### src/rtl/core/bsli_pkg.sv
// ----------------------------------------------------------------------------
// bsli_pkg: shared types and constants of the battery status LED indicator
// Holds the configuration, input item and tick state types, the register
// indexes and the fixed PWM levels used by the core and its tick logic.
// ----------------------------------------------------------------------------
`default_nettype none

package bsli_pkg;

    // Full-scale PWM compare value and the fixed mixing levels.
    localparam logic [15:0] PWM_FULL_SCALE = 16'hFFFF;
    localparam logic [15:0] YELLOW_RED_LEVEL = 16'h7000;
    localparam logic [15:0] YELLOW_WHITE_LEVEL = 16'h1000;
    localparam logic [15:0] LEVEL_OFF = 16'h0000;

    // Charge input saturates at this percentage.
    localparam logic [6:0] PCT_MAX = 7'd100;

    // Battery current at or above this value counts as charging.
    localparam logic signed [15:0] CURRENT_CHARGE_MIN = -16'sd1;

    // Configuration port geometry.
    localparam int CFG_INDEX_W = 3;
    localparam int CFG_DATA_W = 15;

    // Configuration register indexes.
    localparam logic [CFG_INDEX_W-1:0] CFG_FADE_STEP = 3'd0;
    localparam logic [CFG_INDEX_W-1:0] CFG_CYCLE_STEP = 3'd1;
    localparam logic [CFG_INDEX_W-1:0] CFG_BLINK_HALF = 3'd2;
    localparam logic [CFG_INDEX_W-1:0] CFG_GREEN_ABOVE = 3'd3;
    localparam logic [CFG_INDEX_W-1:0] CFG_YELLOW_ABOVE = 3'd4;
    localparam logic [CFG_INDEX_W-1:0] CFG_LOW_ABOVE = 3'd5;
    localparam logic [CFG_INDEX_W-1:0] CFG_SLEEP_ABOVE = 3'd6;

    // LED channel positions in the level vector.
    localparam int LED_RED = 0;
    localparam int LED_GREEN = 1;
    localparam int LED_BLUE = 2;
    localparam int LED_WHITE = 3;

    // Calibration crossfade phase.
    typedef enum logic [1:0] {
        PHASE_RED_GREEN  = 2'd0,
        PHASE_GREEN_BLUE = 2'd1,
        PHASE_BLUE_RED   = 2'd2
    } cycle_phase_t;

    typedef struct packed {
        logic [14:0] fade_step;
        logic [14:0] cycle_step;
        logic [8:0]  blink_half_ticks;
        logic [6:0]  green_above;
        logic [6:0]  yellow_above;
        logic [6:0]  low_above;
        logic [6:0]  sleep_above;
    } cfg_t;

    typedef struct packed {
        logic [6:0]         charge_percent;
        logic signed [15:0] battery_current;
        logic               calibrate;
    } item_t;

    typedef struct packed {
        logic signed [16:0] fade_level;
        logic               fade_rising;
        logic signed [9:0]  blink_count;
        logic               blink_lit;
        logic [16:0]        cycle_level;
        cycle_phase_t       cycle_phase;
        logic [3:0][15:0]   led_levels;
    } state_t;

endpackage

`default_nettype wire

### src/rtl/core/battery_status_led_indicator_core.sv
// Path: input register, then result register; out_valid rises when the held item moves
// into the result register, and the result transfer completes when out_ready is high.
// Throughput: one item per cycle unless the result stalls; tick state loops via bsli_tick.
// A stalled result register holds the input stage until the result transfer completes.
// Reset: configuration returns to its defaults, all tick state and LED levels clear to zero.
// ----------------------------------------------------------------------------
// battery_status_led_indicator_core: battery status LED indicator
// Takes one tick item per transfer (charge, current, calibrate) and returns the
// four RGBW PWM levels and the sleep flag for that tick.
// ----------------------------------------------------------------------------
`default_nettype none

module battery_status_led_indicator_core (
    input  logic                                 clk,
    input  logic                                 rst_n,

    // Configuration write port.
    input  logic                                 cfg_write,
    input  logic [bsli_pkg::CFG_INDEX_W-1:0]     cfg_index,
    input  logic [bsli_pkg::CFG_DATA_W-1:0]      cfg_data,

    // Tick input channel.
    input  logic                                 in_valid,
    output logic                                 in_ready,
    input  logic [6:0]                           charge_percent,
    input  logic signed [15:0]                   battery_current,
    input  logic                                 calibrate,

    // Result channel.
    output logic                                 out_valid,
    input  logic                                 out_ready,
    output logic [15:0]                          red_level,
    output logic [15:0]                          green_level,
    output logic [15:0]                          blue_level,
    output logic [15:0]                          white_level,
    output logic                                 sleep_flag
);
    import bsli_pkg::*;

    // Configuration registers: the user writes only while the core is idle, unchecked.
    cfg_t   cfg_reg;
    cfg_t   cfg_next;

    // Input stage: holds one accepted tick item.
    item_t  item_reg;
    logic   item_valid_reg;
    logic   item_valid_next;

    // Tick state. The LED levels in it double as the result payload, since
    // the result of a tick is exactly the stored level set after that tick.
    state_t state_reg;
    state_t state_next;
    logic   sleep_reg;
    logic   sleep_next;
    logic   out_valid_reg;
    logic   out_valid_next;

    logic   advance;
    logic   in_fire;
    item_t  item_in;

    // The input stage moves into the result register whenever the result
    // register is empty or its current transfer completes in this cycle.
    assign advance = item_valid_reg && (!out_valid_reg || out_ready);
    assign in_ready = !item_valid_reg || advance;
    assign in_fire = in_valid && in_ready;

    assign item_in.charge_percent = charge_percent;
    assign item_in.battery_current = battery_current;
    assign item_in.calibrate = calibrate;

    always_comb
    begin
        cfg_next = cfg_reg;
        if (cfg_write)
        begin
            case (cfg_index)
                CFG_FADE_STEP:    cfg_next.fade_step = cfg_data[14:0];
                CFG_CYCLE_STEP:   cfg_next.cycle_step = cfg_data[14:0];
                CFG_BLINK_HALF:   cfg_next.blink_half_ticks = cfg_data[8:0];
                CFG_GREEN_ABOVE:  cfg_next.green_above = cfg_data[6:0];
                CFG_YELLOW_ABOVE: cfg_next.yellow_above = cfg_data[6:0];
                CFG_LOW_ABOVE:    cfg_next.low_above = cfg_data[6:0];
                CFG_SLEEP_ABOVE:  cfg_next.sleep_above = cfg_data[6:0];
                default:          cfg_next = cfg_reg;
            endcase
        end
    end

    // All the per-tick decisions live in the tick logic; here it only sees
    // the held item, the configuration and the current state.
    state_t tick_state;
    logic   tick_sleep;

    bsli_tick u_tick (
        .cfg       (cfg_reg),
        .item      (item_reg),
        .state_cur (state_reg),
        .state_nxt (tick_state),
        .sleep     (tick_sleep)
    );

    always_comb
    begin
        item_valid_next = item_valid_reg;
        if (in_fire)
        begin
            item_valid_next = 1'b1;
        end
        else if (advance)
        begin
            item_valid_next = 1'b0;
        end
    end

    always_comb
    begin
        state_next = state_reg;
        sleep_next = sleep_reg;
        out_valid_next = out_valid_reg;
        if (advance)
        begin
            state_next = tick_state;
            sleep_next = tick_sleep;
            out_valid_next = 1'b1;
        end
        else if (out_ready)
        begin
            out_valid_next = 1'b0;
        end
    end

    always_ff @(posedge clk or negedge rst_n)
    begin
        if (!rst_n)
        begin
            cfg_reg.fade_step <= 15'd100;
            cfg_reg.cycle_step <= 15'd100;
            cfg_reg.blink_half_ticks <= 9'd200;
            cfg_reg.green_above <= 7'd65;
            cfg_reg.yellow_above <= 7'd25;
            cfg_reg.low_above <= 7'd10;
            cfg_reg.sleep_above <= 7'd5;
            state_reg <= '0;
            sleep_reg <= 1'b0;
            item_valid_reg <= 1'b0;
            out_valid_reg <= 1'b0;
        end
        else
        begin
            cfg_reg <= cfg_next;
            state_reg <= state_next;
            sleep_reg <= sleep_next;
            item_valid_reg <= item_valid_next;
            out_valid_reg <= out_valid_next;
        end
    end

    // The input payload register needs no reset; its valid bit guards it.
    always_ff @(posedge clk)
    begin
        if (in_fire)
        begin
            item_reg <= item_in;
        end
    end

    assign out_valid = out_valid_reg;
    assign red_level = state_reg.led_levels[LED_RED];
    assign green_level = state_reg.led_levels[LED_GREEN];
    assign blue_level = state_reg.led_levels[LED_BLUE];
    assign white_level = state_reg.led_levels[LED_WHITE];
    assign sleep_flag = sleep_reg;

endmodule

`default_nettype wire

### src/rtl/core/bsli_tick.sv
// ----------------------------------------------------------------------------
// bsli_tick: combinational tick logic of the battery status LED indicator
// Computes the next indicator state and the sleep flag for one input item.
// ----------------------------------------------------------------------------
`default_nettype none

module bsli_tick (
    input  bsli_pkg::cfg_t   cfg,
    input  bsli_pkg::item_t  item,
    input  bsli_pkg::state_t state_cur,
    output bsli_pkg::state_t state_nxt,
    output logic             sleep
);
    import bsli_pkg::*;

    localparam logic signed [17:0] FULL_SCALE_S = $signed({2'b00, PWM_FULL_SCALE});

    function automatic logic [15:0] clamp_level(input logic signed [17:0] v);
        logic [15:0] r;
        if (v < 18'sd0)
        begin
            r = LEVEL_OFF;
        end
        else if (v > FULL_SCALE_S)
        begin
            r = PWM_FULL_SCALE;
        end
        else
        begin
            r = v[15:0];
        end
        return r;
    endfunction

    logic [6:0]         pct;
    logic               charging;
    logic               band_green;
    logic               band_yellow;

    logic signed [17:0] fade_cur;
    logic signed [17:0] fade_step_s;
    logic signed [17:0] fade_sum;
    logic               fade_up;
    logic [15:0]        fade_shown;

    logic signed [17:0] cyc_cur;
    logic signed [17:0] cyc_step_s;
    logic signed [17:0] cyc_sum;
    logic               cyc_wrap;
    logic [15:0]        cyc_up;
    logic [15:0]        cyc_down;
    logic [3:0][15:0]   cyc_leds;
    logic               cyc_write;
    cycle_phase_t       phase_adv;

    logic               blink_on;
    logic [3:0][15:0]   fade_leds;
    logic [3:0][15:0]   solid_leds;

    assign pct = (item.charge_percent > PCT_MAX) ? PCT_MAX : item.charge_percent;
    assign charging = (item.battery_current >= CURRENT_CHARGE_MIN);
    assign band_green = (pct > cfg.green_above);
    assign band_yellow = (pct > cfg.yellow_above);

    // Breathing fade: the direction turns at the top and bottom, then the level moves.
    assign fade_cur = {state_cur.fade_level[16], state_cur.fade_level};
    assign fade_step_s = $signed({3'b000, cfg.fade_step});
    assign fade_up = (fade_cur >= FULL_SCALE_S - fade_step_s) ? 1'b0 :
                     (fade_cur <= 18'sd0) ? 1'b1 : state_cur.fade_rising;
    assign fade_sum = fade_up ? (fade_cur + fade_step_s) : (fade_cur - fade_step_s);
    assign fade_shown = clamp_level(FULL_SCALE_S - fade_sum);

    // Calibration crossfade between two colors per phase.
    assign cyc_cur = $signed({1'b0, state_cur.cycle_level});
    assign cyc_step_s = $signed({3'b000, cfg.cycle_step});
    assign cyc_sum = cyc_cur + cyc_step_s;
    assign cyc_wrap = (cyc_sum >= FULL_SCALE_S - cyc_step_s);
    assign cyc_up = clamp_level(cyc_cur);
    assign cyc_down = clamp_level(FULL_SCALE_S - cyc_cur);

    always_comb
    begin
        cyc_leds = '0;
        cyc_write = 1'b1;
        case (state_cur.cycle_phase)
            PHASE_RED_GREEN:
            begin
                cyc_leds[LED_RED] = cyc_down;
                cyc_leds[LED_GREEN] = cyc_up;
                phase_adv = PHASE_GREEN_BLUE;
            end
            PHASE_GREEN_BLUE:
            begin
                cyc_leds[LED_GREEN] = cyc_down;
                cyc_leds[LED_BLUE] = cyc_up;
                phase_adv = PHASE_BLUE_RED;
            end
            PHASE_BLUE_RED:
            begin
                cyc_leds[LED_RED] = cyc_up;
                cyc_leds[LED_BLUE] = cyc_down;
                phase_adv = PHASE_RED_GREEN;
            end
            default:
            begin
                // An unused phase code writes nothing and wraps.
                cyc_write = 1'b0;
                phase_adv = PHASE_RED_GREEN;
            end
        endcase
    end

    always_comb
    begin
        fade_leds = '0;
        solid_leds = '0;
        if (band_green)
        begin
            fade_leds[LED_GREEN] = fade_shown;
            solid_leds[LED_GREEN] = PWM_FULL_SCALE;
        end
        else if (band_yellow)
        begin
            fade_leds[LED_RED] = fade_shown;
            fade_leds[LED_GREEN] = fade_shown;
            solid_leds[LED_RED] = YELLOW_RED_LEVEL;
            solid_leds[LED_GREEN] = PWM_FULL_SCALE;
            solid_leds[LED_WHITE] = YELLOW_WHITE_LEVEL;
        end
        else
        begin
            fade_leds[LED_RED] = fade_shown;
            solid_leds[LED_RED] = PWM_FULL_SCALE;
        end
    end

    assign blink_on = (state_cur.blink_count >= $signed({1'b0, cfg.blink_half_ticks})) ? 1'b0 :
                      (state_cur.blink_count <= 10'sd0) ? 1'b1 : state_cur.blink_lit;

    always_comb
    begin
        state_nxt = state_cur;
        sleep = 1'b0;
        if (item.calibrate)
        begin
            if (cyc_write)
            begin
                state_nxt.led_levels = cyc_leds;
            end
            if (cyc_wrap)
            begin
                state_nxt.cycle_level = '0;
                state_nxt.cycle_phase = phase_adv;
            end
            else
            begin
                state_nxt.cycle_level = cyc_sum[16:0];
            end
        end
        if (pct > cfg.low_above)
        begin
            if (charging)
            begin
                state_nxt.fade_rising = fade_up;
                state_nxt.fade_level = fade_sum[16:0];
                state_nxt.led_levels = fade_leds;
            end
            else
            begin
                state_nxt.led_levels = solid_leds;
            end
        end
        else if (pct > cfg.sleep_above)
        begin
            state_nxt.blink_lit = blink_on;
            state_nxt.led_levels = '0;
            if (blink_on)
            begin
                state_nxt.led_levels[LED_RED] = PWM_FULL_SCALE;
                state_nxt.blink_count = state_cur.blink_count + 10'sd1;
            end
            else
            begin
                state_nxt.blink_count = state_cur.blink_count - 10'sd1;
            end
        end
        else
        begin
            sleep = 1'b1;
        end
    end

endmodule

`default_nettype wire

### config.mk
export PLATFORM = sky130hd
export DESIGN_NAME = battery_status_led_indicator_core
export DESIGN_NICKNAME = d
export VERILOG_FILES = /design/src/rtl/core/bsli_pkg.sv /design/src/rtl/core/battery_status_led_indicator_core.sv /design/src/rtl/core/bsli_tick.sv
export SDC_FILE = /design/constraint.sdc
export NUM_CORES = 1
export LEC_CHECK = 0
export BUFFER_PORTS_ARGS = -buffer_cell sky130_fd_sc_hd__buf_2
export CORE_MARGIN = 8
export CORE_UTILIZATION = 60
export DETAILED_ROUTE_END_ITERATION = 6
export HOLD_SLACK_MARGIN = 0.06
export PLACE_DENSITY = 0.85
export SYNTH_ARGS = -nofsm -noshare
export SYNTH_HDL_FRONTEND = slang
export SYNTH_SLANG_ARGS = --single-unit
### constraint.sdc
create_clock -name clk -period 7.8 [get_ports clk]
set_clock_uncertainty 0.1 [all_clocks]
set_input_delay 0.78 -clock clk [delete_from_list [all_inputs] [get_ports clk]]
set_output_delay 0.78 -clock clk [all_outputs]
set_load 0.03 [all_outputs]
# ---- Word level (Yosys, flattened, before mapping)
# Index checks and enable logic that the tools add are counted.
# Widths: inputs -> output; s select.
dict set report word_totals {
  reg_bits 206
  inputBits 47
  output_inout_bits 67
  word_cells 123
}
dict set report classes {
  add_sub_neg 9
  magnitude_cmp 17
  eq_ne 8
  muxes 40
  n_bitwise 1
  reduce_logical 25
}
# cell count
set ops {}
lappend ops {{$mux 64} 5}
lappend ops {{$mux 16} 15}
lappend ops {{$pmux 16 s2} 3}
lappend ops {{$gt 18x17->1 const B} 2}
lappend ops {{$lt 18x1->1 const B} 2}
lappend ops {{$sub 16x15->17 const A} 2}
lappend ops {{$gt 7x7->1} 4}
lappend ops {{$add 17x15->18} 1}
lappend ops {{$add 17x16->18} 1}
lappend ops {{$ge 18x18->1} 1}
lappend ops {{$mux 18} 1}
lappend ops {{$sub 16x17->18 const A} 1}
lappend ops {{$sub 17x16->18} 1}
lappend ops {{$sub 17x18->18 const A} 1}
lappend ops {{$ge 17x17->1} 1}
lappend ops {{$gt 17x16->1 const B} 1}
lappend ops {{$le 17x1->1 const B} 1}
lappend ops {{$lt 17x1->1 const B} 1}
lappend ops {{$mux 17} 1}
lappend ops {{$ge 16x1->1 const B} 1}
lappend ops {{$reduce_and 2->1} 8}
lappend ops {{$mux 13} 1}
lappend ops {{$reduce_and 3->1} 4}
lappend ops {{$mux 1} 11}
lappend ops {{22 further kinds} 30}

# ---- Longest topological paths before layout
# Gate-level depths: netlist of the first run.
dict set report logic_depth {
  ltp_word 12
  mapped_depth 29
  depth_no_buf 26
}

# ---- Hierarchy
# Synthesis of the first run repeated with hierarchy kept, for this count alone.
dict set report unflattened {
  cells_unflattened 1444
  hier_area_um2 14405.1
}
# mod instances cells_each area_per_inst_um2 seq_area_each_um2
set modules_own_cells {}
lappend modules_own_cells {battery_status_led_indicator_core 1 482 8026.4 5297.6}
lappend modules_own_cells {bsli_tick 1 962 6378.6 0.0}

# ---- Worst setup path after synthesis of the first run
# OpenSTA, ideal clock, no wires.
dict set report synth_path {
  kind {register to register}
  from {register cfg_reg[59] (netlist name)}
  to {register state_reg (netlist bit red_level[7])}
  setup_time_ns 0.126
  arrival_time_ns 6.041
  slack_ns 1.533
  path_stages_with_launch 27
  period_less_slack_ns 6.267
  cell_sequence {dfrtp_1 ha_1 a21oi_1 nor2b_1 a2111oi_0 a31oi_1 a211oi_1 or2_2 clkbuf_1 clkbuf_1 nor2_1 xor2_1 ha_1 nor2b_1 o31a_1 or4_1 a31oi_1 o21ai_1 a2111oi_0 a311oi_1 ha_1 clkbuf_1 o21a_1 clkbuf_1 o21ai_0 nor2b_1 o32a_1}
}
dict set report synth_between {
  elab_chain_cells 11
}
# item line_no
set synth_lines {}
lappend synth_lines {{from (decl)} battery_status_led_indicator_core.sv:41} ;# cfg_t cfg_reg;
lappend synth_lines {{from (signal assigned)} battery_status_led_indicator_core.sv:151} ;# cfg_reg <= cfg_next;
lappend synth_lines {{$sub 16x15->17} bsli_tick.sv:68} ;# assign fade_up = (fade_cur >= FULL_SCALE_S - fade_step_s) ? 1'b0 :
lappend synth_lines {{$ge 17x17->1} bsli_tick.sv:68}
lappend synth_lines {{$mux 1} bsli_tick.sv:68}
lappend synth_lines {{$mux 18 (*)} bsli_tick.sv:70} ;# assign fade_sum = fade_up ? (fade_cur + fade_step_s) : (fade_cur - fade_step_s);
lappend synth_lines {{$sub 17x18->18 (*)} bsli_tick.sv:71} ;# assign fade_shown = clamp_level(FULL_SCALE_S - fade_sum);
lappend synth_lines {{$gt 18x17->1} bsli_tick.sv:24} ;# else if (v > FULL_SCALE_S)
lappend synth_lines {{$mux 16} bsli_tick.sv:24}
lappend synth_lines {{$mux 16 (*)} bsli_tick.sv:20} ;# if (v < 18'sd0)
lappend synth_lines {{$mux 16 (*)} bsli_tick.sv:117} ;# if (band_green)
lappend synth_lines {{$mux 64 (*)} bsli_tick.sv:162} ;# if (charging)
lappend synth_lines {{$mux 64 (*)} bsli_tick.sv:160} ;# if (pct > cfg.low_above)
lappend synth_lines {{to (signal assigned)} battery_status_led_indicator_core.sv:152} ;# state_reg <= state_next;
lappend synth_lines {{to (decl)} battery_status_led_indicator_core.sv:51} ;# state_t state_reg;
# Every way passes the cells marked *; elsewhere a longest branch is shown, timed or not.
# A chain may end at the register's enable or synchronous reset.

# ---- Final worst setup path of the first run
# Same ends and word-level chain as after synthesis.

==> Implementation_results.wiki, run 1 <==
{| class="wikitable"
! Metric !! Value
|-
| Share of total power consumed by net switching || 48.4%
|-
| Vias || 9891
|-
| Fraction of power consumed by the clock network || 15.3%
|-
| Share of total power in combinational logic || 59.8%
|-
| WP data arrival || 6.98 ns
|-
| Reg-to-reg critical path startpoint || cfg_reg[59]$_DFFE_PN0P_
|-
| CTS hold repair buffers || 0
|-
| Switching power total || 3100 uW
|-
| Highest ir drop seen on vdd || 0.387 mV
|-
| Shortest period the worst path allows || 6.76 ns
|-
| Final Slew Violations || 0
|-
| Non-Filler Instances || 1590
|-
| Syn Area/Cell || 9.78 um2
|-
| Relative max-transition margin || 15.2%
|-
| Clock latency reported for the late side of the worst-skew pair || 0.44 ns
|-
| DRT antenna net count || 0
|-
| Flip-flop count of the largest register, all copies and words added || 67
|-
| Critical path startpoint || cfg_reg[59]$_DFFE_PN0P_
|-
| Total clock buffers created by CTS || 17
|-
| Syn Std Cell Area || 12500 um2
|-
| Antenna violations before repair || 0
|-
| Total global routing track utilization || 23.9%
|-
| Fraction of synthesis flops using an asynchronous set or reset pin || 87.4%
|-
| Highest fanout seen on the critical path || 20
|-
| Final number of setup-violating endpoints || 0
|-
| Synth Instances || 1279
|-
| Final total power || 6410 uW
|-
| Transition time at the pin with the least slew margin || 1.26 ns
|-
| Clock root cell || sky130_fd_sc_hd__clkbuf_16
|-
| Yosys warns || 0
|-
| IO buf count || 98
|-
| Startpoint Class || flop
|-
| Routed length per placed instance || 19.6 um
|-
| Avg Vias per Cell || 6.22
|-
| Sum of overflow across all layers after global routing || 0
|-
| Critical path class || reg -> reg
|-
| Category of the worst setup path capture point || flop
|-
| Width of the die || 160 um
|-
| IO Pins || 114
|-
| Overall die height || 160 um
|-
| Upper clock frequency limit || 148 MHz
|-
| Most numerous cell types in the synthesized netlist || 149 x sky130_fd_sc_hd__dfrtp_1, 113 x sky130_fd_sc_hd__ha_1, 111 x sky130_fd_sc_hd__nand2_1
|-
| Hold Fails Final Rpt || 0
|-
| Most numerous cell in the Yosys netlist || sky130_fd_sc_hd__dfrtp_1
|-
| Share of cells above drive strength 1 || 19.2%
|-
| Post-CTS setup buffer count || 0
|-
| Count of inserted antenna diode cells || 0
|-
| Total negative setup slack || 0 ns
|-
| Number of levels in the clock H-tree || 4
|-
| Final layout net count || 1465
|-
| Vias in the first global route || 9718
|-
| Total wire length || 31200 um
|-
| Internal power consumption || 3310 uW
|-
| RSZ-0062 raised after global routing || no
|-
| Status || complete, no violations
|-
| Residual DRC || 0
|-
| Number of buffers between clock root and the deepest sink || 2
|-
| Wire length of the first global-routing pass || 49900 um
|-
| Largest cells by area after synthesis || sky130_fd_sc_hd__dfrtp_1 30%, sky130_fd_sc_hd__ha_1 11%, sky130_fd_sc_hd__mux2_2 6.3%
|-
| Core footprint || 20800 um2
|-
| Global placer's final weighted congestion || 0.946
|-
| Number of placement rows || 53
|-
| Worst-path clk slew || 0.08 ns
|-
| First-pass detailed-route iteration total || 5
|-
| Initial core utilization || 60.2%
|-
| Initial drt markers || 752
|-
| Number of different library cells in the post-synthesis netlist || 69
|-
| Kind of path behind the tightest hold check || in -> async
|-
| Area growth from synthesis to layout || 7.83%
|-
| Placed Cells incl. Taps || 1558
|-
| Placement-stage worst setup slack || 1.17 ns
|-
| Top flip-flop cell by instance count after synthesis || sky130_fd_sc_hd__dfrtp_1
|-
| Cell Pwr Density || 476 nW/um2
|-
| Max Cap Viol || 0
|-
| Post-CTS Resized || 0
|-
| Number of flops mapped to enable cells by yosys || 24
|-
| Static leakage || 0.00623 uW
|-
| Final cycle utilization of the critical path || 86.7%
|-
| Die area || 25700 um2
|-
| Leading area contributor after synthesis || sky130_fd_sc_hd__dfrtp_1
|-
| Number of sinks handled by clock tree synthesis || 191
|-
| Hold slack final || 0.308 ns
|-
| Register share of total power || 24.9%
|-
| Sequential-to-total area share from yosys stat || 39.4%
|-
| Register bit total from synthesis || 191
|-
| Area share of the largest cell type after synthesis || 29.8%
|-
| Maximum number of pins on one net before global-route repair || 93
|-
| Half-perimeter wire length after placement || 22600 um
|-
| Fin worst setup slack || 1.04 ns
|-
| CTS tree || built
|-
| Worst endpoint required time || 8.02 ns
|}
-- worst max-delay path, stage by stage, from the launching register on --
cell	delay (ns)
sky130_fd_sc_hd__dfrtp_1	0.43
sky130_fd_sc_hd__ha_1	0.34
sky130_fd_sc_hd__a21oi_1	0.15
sky130_fd_sc_hd__nor2b_1	0.05
sky130_fd_sc_hd__a2111oi_0	0.36
sky130_fd_sc_hd__a31oi_1	0.14
sky130_fd_sc_hd__a211oi_1	0.29
sky130_fd_sc_hd__or2_2	0.37
sky130_fd_sc_hd__mux2_2	0.39
sky130_fd_sc_hd__inv_1	0.08
sky130_fd_sc_hd__fa_1	0.21
sky130_fd_sc_hd__nor2b_1	0.06
sky130_fd_sc_hd__o31a_1	0.27
sky130_fd_sc_hd__or4_1	0.40
sky130_fd_sc_hd__a31oi_1	0.39
sky130_fd_sc_hd__o21ai_1	0.22
sky130_fd_sc_hd__a211o_1	0.29
sky130_fd_sc_hd__a311oi_1	0.37
sky130_fd_sc_hd__ha_1	0.56
sky130_fd_sc_hd__o21a_1	0.41
sky130_fd_sc_hd__o21ai_0	0.18
sky130_fd_sc_hd__nor2b_1	0.17
sky130_fd_sc_hd__o32a_1	0.35
-- worst paths after layout --
kind | cells past startpoint | endpoint | slack, ns
min in group clk | 2 | blue_level[5]$_DFFE_PN0P_ | 0.38
hold / removal | 1 | state_reg[77]$_DFFE_PN0P_ | 0.31
max in group asynchronous | 2 | state_reg[92]$_DFFE_PN0P_ | 5.79
setup reg to reg | 22 | red_level[7]$_DFFE_PN0P_ | 1.04
setup / recovery | 22 | red_level[7]$_DFFE_PN0P_ | 1.04
hold reg to reg | 2 | blue_level[5]$_DFFE_PN0P_ | 0.38
-- cell families (layout without fill, tap and decap cells) --
logic type	Yosys count	in the layout	share of synthesized area, %
AOI/OAI and AO/OA	327	327	16.9
xor gates and xnor gates	46	46	3.22
adders and majority gates	116	116	11.8
buffers and inverters	174	196	7.21
DFF	191	191	39.4
muxes	110	110	9.59
other	1	15	0.0300
and+or+nand+nor	314	314	11.9
-- metrics by stage --
stage / area (um2) / utilization (%)
final: 13500 / 65.0
after global routing: 13500 / 65.0
after CTS: 13500 / 65.0
after detailed placement: 12800 / 61.7
after global placement: 12800 / 61.7
after floorplan: 12600 / -
-- final cells by class --
cell class / count / area (um2)
fillers: 1614 / 7270
multi-input cells: 928 / 6760
flip-flops and latches: 191 / 4920
repair buffers: 105 / 549
clock buffers: 19 / 475
well taps: 275 / 344
inverters: 59 / 221
clock inverters: 13 / 206
-- cell usage in the layout, fill, tap and decap left out, drive strengths merged, types with 15 or more instances in the layout --
cell	n
clkbuf	19
nand2	111
inv	64
nor3	21
edfxtp	24
mux2	72
buf	105
dfstp	18
nand3	15
nand2b	15
conb	15
xnor2	22
nor2	77
a21o	22
ha	113
nand4	15
o21ai	90
xor2	24
dfrtp	149
mux2i	38
a21oi	79
o21a	24
-- per-layer routing --
layer / track usage, % / vias to the layer above / wire, um
li1: - / 4578 / -
met1: 29.4 / 4786 / 12700
met2: 39.6 / 440 / 14800
met3: 5.63 / 87 / 2390
met4: 10.8 / 0 / 1280
met5: 0 / - / 0
-- power by group through the flow --
stage          combinational [uW]  sequential (uW)  clock (uW)
3_5_place_dp                 3710             1600           0
6_report                     3830             1600         981
4_1_cts                      3760             1590         987
2_1_floorplan                3010             1500           0
5_1_grt                      4210             1620        1020
3_3_place_gp                 3600             1590           0
No activity file was read; power rests on OpenSTA's default activity.
==> run 2: changes to the inputs <==
--- a/config.mk
+++ b/config.mk
@@ -11,6 +11,7 @@
 export DETAILED_ROUTE_END_ITERATION = 6
 export HOLD_SLACK_MARGIN = 0.06
 export PLACE_DENSITY = 0.85
+export REMOVE_ABC_BUFFERS = 1
 export SYNTH_ARGS = -nofsm -noshare
 export SYNTH_HDL_FRONTEND = slang
 export SYNTH_SLANG_ARGS = --single-unit
==> Implementation_results.wiki, run 2 (synthesized netlist as in run 1, its figures left out) <==
{| class="wikitable"
! Metric !! Value
|-
| Sum of overflow across all layers after global routing || 0 (unchanged)
|-
| Fraction of met1 tracks used by global routing || 30.5% (+1.2 points)
|-
| Terminus of the critical flop-to-flop path || red_level[9]$_DFFE_PN0P_
|-
| Total wire length || 30700 um (-1.6%)
|-
| CTS hold repair buffers || 0 (unchanged)
|-
| Startpoint Class || flop
|-
| Slowest stage delay, CP || 0.68 ns (+0.12 ns)
|-
| Overall die height || 160 um (unchanged)
|-
| Global-route track usage on met2 || 38.7% (-0.96 points)
|-
| Final layout net count || 1466 (+0.068%)
|-
| Upper clock frequency limit || 144 MHz (-2.8%)
|-
| Depth of the worst register-to-register path || 22 (unchanged)
|-
| Worst-path cell chain || ha_1, a21oi_1, nor2b_1, a2111oi_0, a31oi_1, a211oi_1, or2_2, mux2_2, inv_1, fa_1, nor2b_1, o31a_1, or4_1, a31oi_1, o21ai_1, a2111oi_0, a311oi_1, ha_1, o21ai_1, nor4_1, nor2_1, o32a_1
|-
| Switching power total || 3070 uW (-1.1%)
|-
| Area growth from synthesis to layout || 6.99%
|-
| Category of the worst setup path capture point || flop
|-
| Total clock buffers created by CTS || 17 (unchanged)
|-
| Highest-delay cell along the critical path || sky130_fd_sc_hd__ha_1
|-
| Worst endpoint required time || 8.02 ns (about the same)
|-
| Share of cells above drive strength 1 || 19.1% (about the same)
|-
| Fraction of power consumed by the clock network || 13.7% (-1.6 points)
|-
| Slack of the worst reg-to-reg path || 0.85 ns (-0.19 ns)
|-
| Transition time at the pin with the least slew margin || 1.33 ns (+0.0641 ns)
|-
| Share of total power in combinational logic || 60.8% (+1.0 points)
|-
| Initial drt markers || 851 (+13%)
|-
| Reg-to-reg critical path startpoint || cfg_reg[59]$_DFFE_PN0P_
|-
| Number of placement rows || 53 (unchanged)
|-
| WP data arrival || 7.17 ns (+0.19 ns)
|-
| Worst-path clk slew || 0.09 ns (about the same)
|-
| Clock latency reported for the late side of the worst-skew pair || 0.44 ns (about the same)
|-
| Hold Fails Final Rpt || 0 (unchanged)
|-
| Maximum number of pins on one net before global-route repair || 104 (+12%)
|-
| Number of levels in the clock H-tree || 4 (unchanged)
|-
| Hold slack final || 0.364 ns (+0.0558 ns)
|-
| Initial core utilization || 60.2% (unchanged)
|-
| Clock root cell || sky130_fd_sc_hd__clkbuf_16
|-
| Number of filler instances in the final layout || 1622 (+0.50%)
|-
| Highest ir drop seen on vdd || 0.265 mV (-32%)
|-
| Vias || 9754 (-1.4%)
|-
| IO Pins || 114 (unchanged)
|-
| Vias in the first global route || 9689 (-0.30%)
|-
| Routed length per placed instance || 19.3 um (-1.6%)
|-
| DRT antenna net count || 0 (unchanged)
|-
| Final Slew Violations || 0 (unchanged)
|-
| Peak-usage layer in the global routing report || met2
|-
| Critical path class || reg -> reg
|-
| Avg Vias per Cell || 6.13 (-1.4%)
|-
| Static leakage || 0.00618 uW (-0.67%)
|-
| CTS tree || built
|-
| Relative max-transition margin || 10.3% (-4.9 points)
|-
| Highest fanout seen on the critical path || 20 (unchanged)
|-
| Total negative setup slack || 0 ns (unchanged)
|-
| Die area || 25700 um2 (unchanged)
|-
| Final number of setup-violating endpoints || 0 (unchanged)
|-
| Half-perimeter wire length after placement || 22700 um (+0.12%)
|-
| Register share of total power || 25.5% (+0.6 points)
|-
| Cell Pwr Density || 469 nW/um2 (-1.4%)
|-
| Max Cap Viol || 0 (unchanged)
|-
| Wire length of the first global-routing pass || 50000 um (+0.22%)
|-
| Grt met3 use || 4.38% (-1.3 points)
|-
| IO buf count || 98 (unchanged)
|-
| Status || complete, no violations
|-
| Number of buffers between clock root and the deepest sink || 2 (unchanged)
|-
| Total global routing track utilization || 23.8% (-0.11 points)
|-
| Final cycle utilization of the critical path || 89.1% (+2.5 points)
|-
| Flip-flop count of the largest register, all copies and words added || 67 (unchanged)
|-
| Internal power consumption || 3200 uW (-3.1%)
|-
| Most common library cell in the layout ignoring fill and taps || sky130_fd_sc_hd__dfrtp_1
|-
| Shortest period the worst path allows || 6.95 ns (+0.191 ns)
|-
| Width of the die || 160 um (unchanged)
|-
| Share of total power consumed by net switching || 48.9% (+0.51 points)
|-
| Antenna violations before repair || 2 (+2)
|-
| Post-CTS Resized || 0 (unchanged)
|-
| Global placer's final weighted congestion || 0.904 (-4.4%)
|-
| First-pass detailed-route iteration total || 6 (+1)
|-
| Core footprint || 20800 um2 (unchanged)
|-
| Count of inserted antenna diode cells || 0 (unchanged)
|-
| Kind of path behind the tightest hold check || in -> async
|-
| Most frequent cells in the layout || 149 x sky130_fd_sc_hd__dfrtp_1, 113 x sky130_fd_sc_hd__ha_1, 111 x sky130_fd_sc_hd__nand2_1
|-
| Post-CTS setup buffer count || 0 (unchanged)
|-
| RSZ-0062 raised after global routing || no
|-
| Number of sinks handled by clock tree synthesis || 191 (unchanged)
|-
| Residual DRC || 0 (unchanged)
|}
==> run 2: worst max-delay path by stage <==
stage / start / endpoint / slack, ns
after global placement: cfg_reg[59]$_DFFE_PN0P_ / red_level[9]$_DFFE_PN0P_ / 1.29
after detailed placement: cfg_reg[59]$_DFFE_PN0P_ / red_level[9]$_DFFE_PN0P_ / 0.97
after CTS: cfg_reg[59]$_DFFE_PN0P_ / red_level[9]$_DFFE_PN0P_ / 0.90
after global routing: cfg_reg[59]$_DFFE_PN0P_ / red_level[9]$_DFFE_PN0P_ / 0.20
final: cfg_reg[59]$_DFFE_PN0P_ / red_level[9]$_DFFE_PN0P_ / 0.85
after floorplan: cfg_reg[59]$_DFFE_PN0P_ / green_level[9]$_DFFE_PN0P_ / 1.91
==> run 2: layout make-up <==
| class | count | area, um2 | share of cell area [%] |
|---|---|---|---|
| Clock buffer | 18 | 429 | 3.21 |
| Tap cell | 275 | 344 | 2.57 |
| Clock inverter | 14 | 141 | 1.06 |
| Timing Repair Buffer | 106 | 557 | 4.16 |
| Inverter | 59 | 221 | 1.66 |
| Sequential cell | 191 | 4920 | 36.8 |
| Multi-Input combinational cell | 928 | 6760 | 50.6 |
==> run 2: worst max-delay path: cells and delay by family (launching register included) <==
family / cells / cell delay (ns)
buffers and inverters: 1 / 0.08
muxes: 1 / 0.40
AOI/OAI and AO/OA: 11 / 3.08
and+or+nand+nor: 6 / 1.51
adders and majority gates: 3 / 1.24
DFF: 1 / 0.43
==> run 2: routing by layer <==
metal	vias up	wire, um
met2	342	14400
li1	4576	-
met3	73	1930
met4	4	1110
met1	4759	13200
met5	-	31
==> run 2: power by group through the flow <==
stage / clock network [uW] / registers (uW) / logic (uW)
after detailed placement: 0 / 1600 / 3720
after global routing: 901 / 1630 / 4190
after CTS: 863 / 1590 / 3770
final: 858 / 1600 / 3820
after global placement: 0 / 1590 / 3620
after floorplan: 0 / 1700 / 2620
==> run 2: through the flow <==
step                worst slack (ns)  power [uW]  std cells  util, %  cell area (um2)
floorplan                       1.91        4320       1178        -            11900
global placement                1.29        5210       1559     61.7            12800
detailed placement             0.969        5320       1559     61.7            12800
CTS                            0.902        6220       1591     64.5            13400
global route                   0.198        6720       1591     64.5            13400
finish                         0.848        6270       1591     64.5            13400
==> run 3: changes to the inputs <==
--- a/config.mk
+++ b/config.mk
@@ -7,10 +7,10 @@
 export LEC_CHECK = 0
 export BUFFER_PORTS_ARGS = -buffer_cell sky130_fd_sc_hd__buf_2
 export CORE_MARGIN = 8
-export CORE_UTILIZATION = 60
+export CORE_UTILIZATION = 55
 export DETAILED_ROUTE_END_ITERATION = 6
 export HOLD_SLACK_MARGIN = 0.06
-export PLACE_DENSITY = 0.85
+export PLACE_DENSITY = 0.83
 export REMOVE_ABC_BUFFERS = 1
 export SYNTH_ARGS = -nofsm -noshare
 export SYNTH_HDL_FRONTEND = slang
==> constraint.sdc (replaced) <==
create_clock -name clk -period 5.69 [get_ports clk]
set_clock_uncertainty 0.1 [all_clocks]
set_input_delay 0.569 -clock clk [delete_from_list [all_inputs] [get_ports clk]]
set_output_delay 0.569 -clock clk [all_outputs]
set_load 0.03 [all_outputs]
==> Implementation_results.wiki, run 3 (synthesized netlist as in run 1, its figures left out) <==
{| class="wikitable"
! Metric !! Value
|-
| Residual DRC || 0 (unchanged)
|-
| Critical path class || reg -> reg
|-
| Vias || 10186 (+4.4%)
|-
| Most frequent cells in the layout || 146 x sky130_fd_sc_hd__dfrtp_1, 111 x sky130_fd_sc_hd__nand2_1, 105 x sky130_fd_sc_hd__ha_1
|-
| Number of filler instances in the final layout || 1674 (+3.2%)
|-
| Sum of overflow across all layers after global routing || 0 (unchanged)
|-
| Maximum number of pins on one net before global-route repair || 108 (+3.8%)
|-
| IO Pins || 114 (unchanged)
|-
| Width of the die || 167 um (+4.0%)
|-
| Final Slew Violations || 0 (unchanged)
|-
| Highest ir drop seen on vdd || 0.429 mV (+62%)
|-
| Fin worst setup slack || -0.0531 ns (-0.901 ns)
|-
| Cell Pwr Density || 689 nW/um2 (+47%)
|-
| Hold Fails Final Rpt || 0 (unchanged)
|-
| Kind of path behind the tightest hold check || in -> async
|-
| WP data arrival || 5.98 ns (-1.19 ns)
|-
| Final layout net count || 1517 (+3.5%)
|-
| Shortest period the worst path allows || 5.74 ns (-1.21 ns)
|-
| Area of the multi-input gates || 7060 um2 (+4.3%)
|-
| Max Cap Viol || 0 (unchanged)
|-
| Transition time at the pin with the least slew margin || 1.26 ns (-0.0651 ns)
|-
| DRT antenna net count || 0 (unchanged)
|-
| Worst-path clk slew || 0.08 ns (about the same)
|-
| First-pass detailed-route iteration total || 6 (unchanged)
|-
| Relative max-transition margin || 15.4% (+5.1 points)
|-
| Initial drt markers || 1044 (+23%)
|-
| Category of the worst setup path capture point || flop
|-
| Number of sinks handled by clock tree synthesis || 191 (unchanged)
|-
| IO buf count || 98 (unchanged)
|-
| Status || complete, but fails checks
|-
| Core footprint || 22500 um2 (+8.4%)
|-
| Area growth from synthesis to layout || 12.6%
|-
| Total global routing track utilization || 22.9% (-0.97 points)
|-
| Half-perimeter wire length after placement || 23100 um (+1.9%)
|-
| CTS tree || built
|-
| Wire length of the first global-routing pass || 52000 um (+4.0%)
|-
| Depth of the worst register-to-register path || 22 (unchanged)
|-
| Global placer's final weighted congestion || 0.938 (+3.7%)
|-
| Number of placement rows || 55 (+3.8%)
|-
| Die area || 27800 um2 (+8.2%)
|-
| Worst endpoint required time || 5.93 ns (-2.09 ns)
|-
| Clock latency reported for the late side of the worst-skew pair || 0.45 ns (about the same)
|-
| Total wire length || 33100 um (+7.8%)
|-
| Overall die height || 167 um (+4.0%)
|-
| Highest fanout seen on the critical path || 6 (-70%)
|-
| Avg Vias per Cell || 6.16 (+0.51%)
|-
| Final number of setup-violating endpoints || 5 (+5)
|-
| Total negative setup slack || -0.191 ns (-0.191 ns)
|-
| Number of levels in the clock H-tree || 4 (unchanged)
|-
| Antenna violations before repair || 0 (-2)
|-
| FF+latch area || 4930 um2 (about the same)
|-
| Vias in the first global route || 10189 (+5.2%)
|-
| Final cycle utilization of the critical path || 101% (+12 points)
|-
| Static leakage || 0.00644 uW (+4.2%)
|-
| Upper clock frequency limit || 174 MHz (+21%)
|-
| Routed length per placed instance || 20.0 um (+3.8%)
|-
| Clock root cell || sky130_fd_sc_hd__clkbuf_16
|-
| Startpoint Class || flop
|-
| Final total power || 9700 uW (+55%)
|-
| Initial core utilization || 55.6% (-4.7 points)
|-
| Most common library cell in the layout ignoring fill and taps || sky130_fd_sc_hd__dfrtp_1
|-
| Total clock buffers created by CTS || 17 (unchanged)
|-
| Number of buffers between clock root and the deepest sink || 2 (unchanged)
|-
| Share of cells above drive strength 1 || 24.8% (+5.6 points)
|-
| Flip-flop count of the largest register, all copies and words added || 67 (unchanged)
|-
| Failing checks || setup timing
|}
## run 3: cell types whose count changed in the layout (fill, tap and decap cells not counted), sizes merged
cell / previous run / this run
buf: 106 / 157
clkbuf: 18 / 19
clkinvlp: 0 / 3
diode: 0 / 1
inv: 69 / 65
## run 3: timing repair
item	CTS	global route
hold endpoints to repair	0	0
setup buffers	3	14
pin swaps	6	18
hold buffers	0	0
endpoints found under the setup margin	23	32
resized for setup	8	45
## run 3: final cells by class
type	count	share of cell area (%)
inverter	59	1.57
tap	285	2.53
multi-input combinational	928	50.1
sequential	191	35.0
timing repair buffer	157	6.70
clock inverter	13	0.889
clock buffer	19	3.15
antenna	1	0.0178
## run 3: critical path: stages (launching register included)
cell and delay, ns:
sky130_fd_sc_hd__dfrtp_1 0.45, sky130_fd_sc_hd__buf_4 0.16, sky130_fd_sc_hd__nor4_1 0.52, sky130_fd_sc_hd__a41oi_1 0.26, sky130_fd_sc_hd__a211oi_2 0.29, sky130_fd_sc_hd__or2_4 0.21
sky130_fd_sc_hd__mux2_4 0.31, sky130_fd_sc_hd__inv_1 0.07, sky130_fd_sc_hd__fa_2 0.22, sky130_fd_sc_hd__nor2b_4 0.05, sky130_fd_sc_hd__o31a_1 0.27, sky130_fd_sc_hd__or4_4 0.46
sky130_fd_sc_hd__a31oi_4 0.22, sky130_fd_sc_hd__o21ai_4 0.07, sky130_fd_sc_hd__a211o_1 0.34, sky130_fd_sc_hd__a311oi_4 0.40, sky130_fd_sc_hd__ha_4 0.22, sky130_fd_sc_hd__buf_4 0.11
sky130_fd_sc_hd__inv_1 0.04, sky130_fd_sc_hd__and3_4 0.18, sky130_fd_sc_hd__nor4_4 0.30, sky130_fd_sc_hd__nor2_1 0.07, sky130_fd_sc_hd__o32a_1 0.30
## run 3: report_power, final
part           switching [uW]  total [uW]  internal (uW)  leakage, uW
Sequential                400        2200           1800      0.00223
Clock                     590        1180            590     0.000269
Combinational            3620        6320           2690      0.00395
Total                    4610        9700           5080      0.00644
## run 3: final timing paths
kind                                                 start                         to  slack (ns)
worst max-delay path            state_reg[105]$_DFFE_PN0P_   red_level[9]$_DFFE_PN0P_       -0.05
worst min-delay path                                 rst_n  state_reg[98]$_DFFE_PN0P_         0.1
worst max register to register  state_reg[105]$_DFFE_PN0P_   red_level[9]$_DFFE_PN0P_       -0.05
worst min register to register   blue_level[2]$_DFFE_PN0P_  blue_level[2]$_DFFE_PN0P_        0.38
max in group asynchronous                            rst_n    cfg_reg[56]$_DFFE_PN0P_        3.82
min in group clk                         charge_percent[4]     item_reg[21]$_DFFE_PP_        0.19
## run 3: stage by stage
step	hold WS, ns	utilization (%)	setup WS [ns]	instance area, um2	cells
CTS	0.182	60.9	0.0246	13700	1638
detailed placement	0.365	58.1	-0.257	13100	1603
finish	0.0984	62.5	-0.0531	14100	1653
global route	0.179	62.5	-0.147	14100	1652
global placement	0.359	58.1	0.00585	13100	1603
floorplan	0.173	-	-0.200	11900	1178
## run 3: layer usage
| layer | up-vias | wire length (um) | global-route usage (%) |
|---|---|---|---|
| li1 | 4689 | - | - |
| met1 | 4948 | 13300 | 28.2 |
| met2 | 442 | 15900 | 38.1 |
| met3 | 107 | 2590 | 4.80 |
| met4 | 0 | 1310 | 10.4 |
| met5 | - | 0 | 0 |
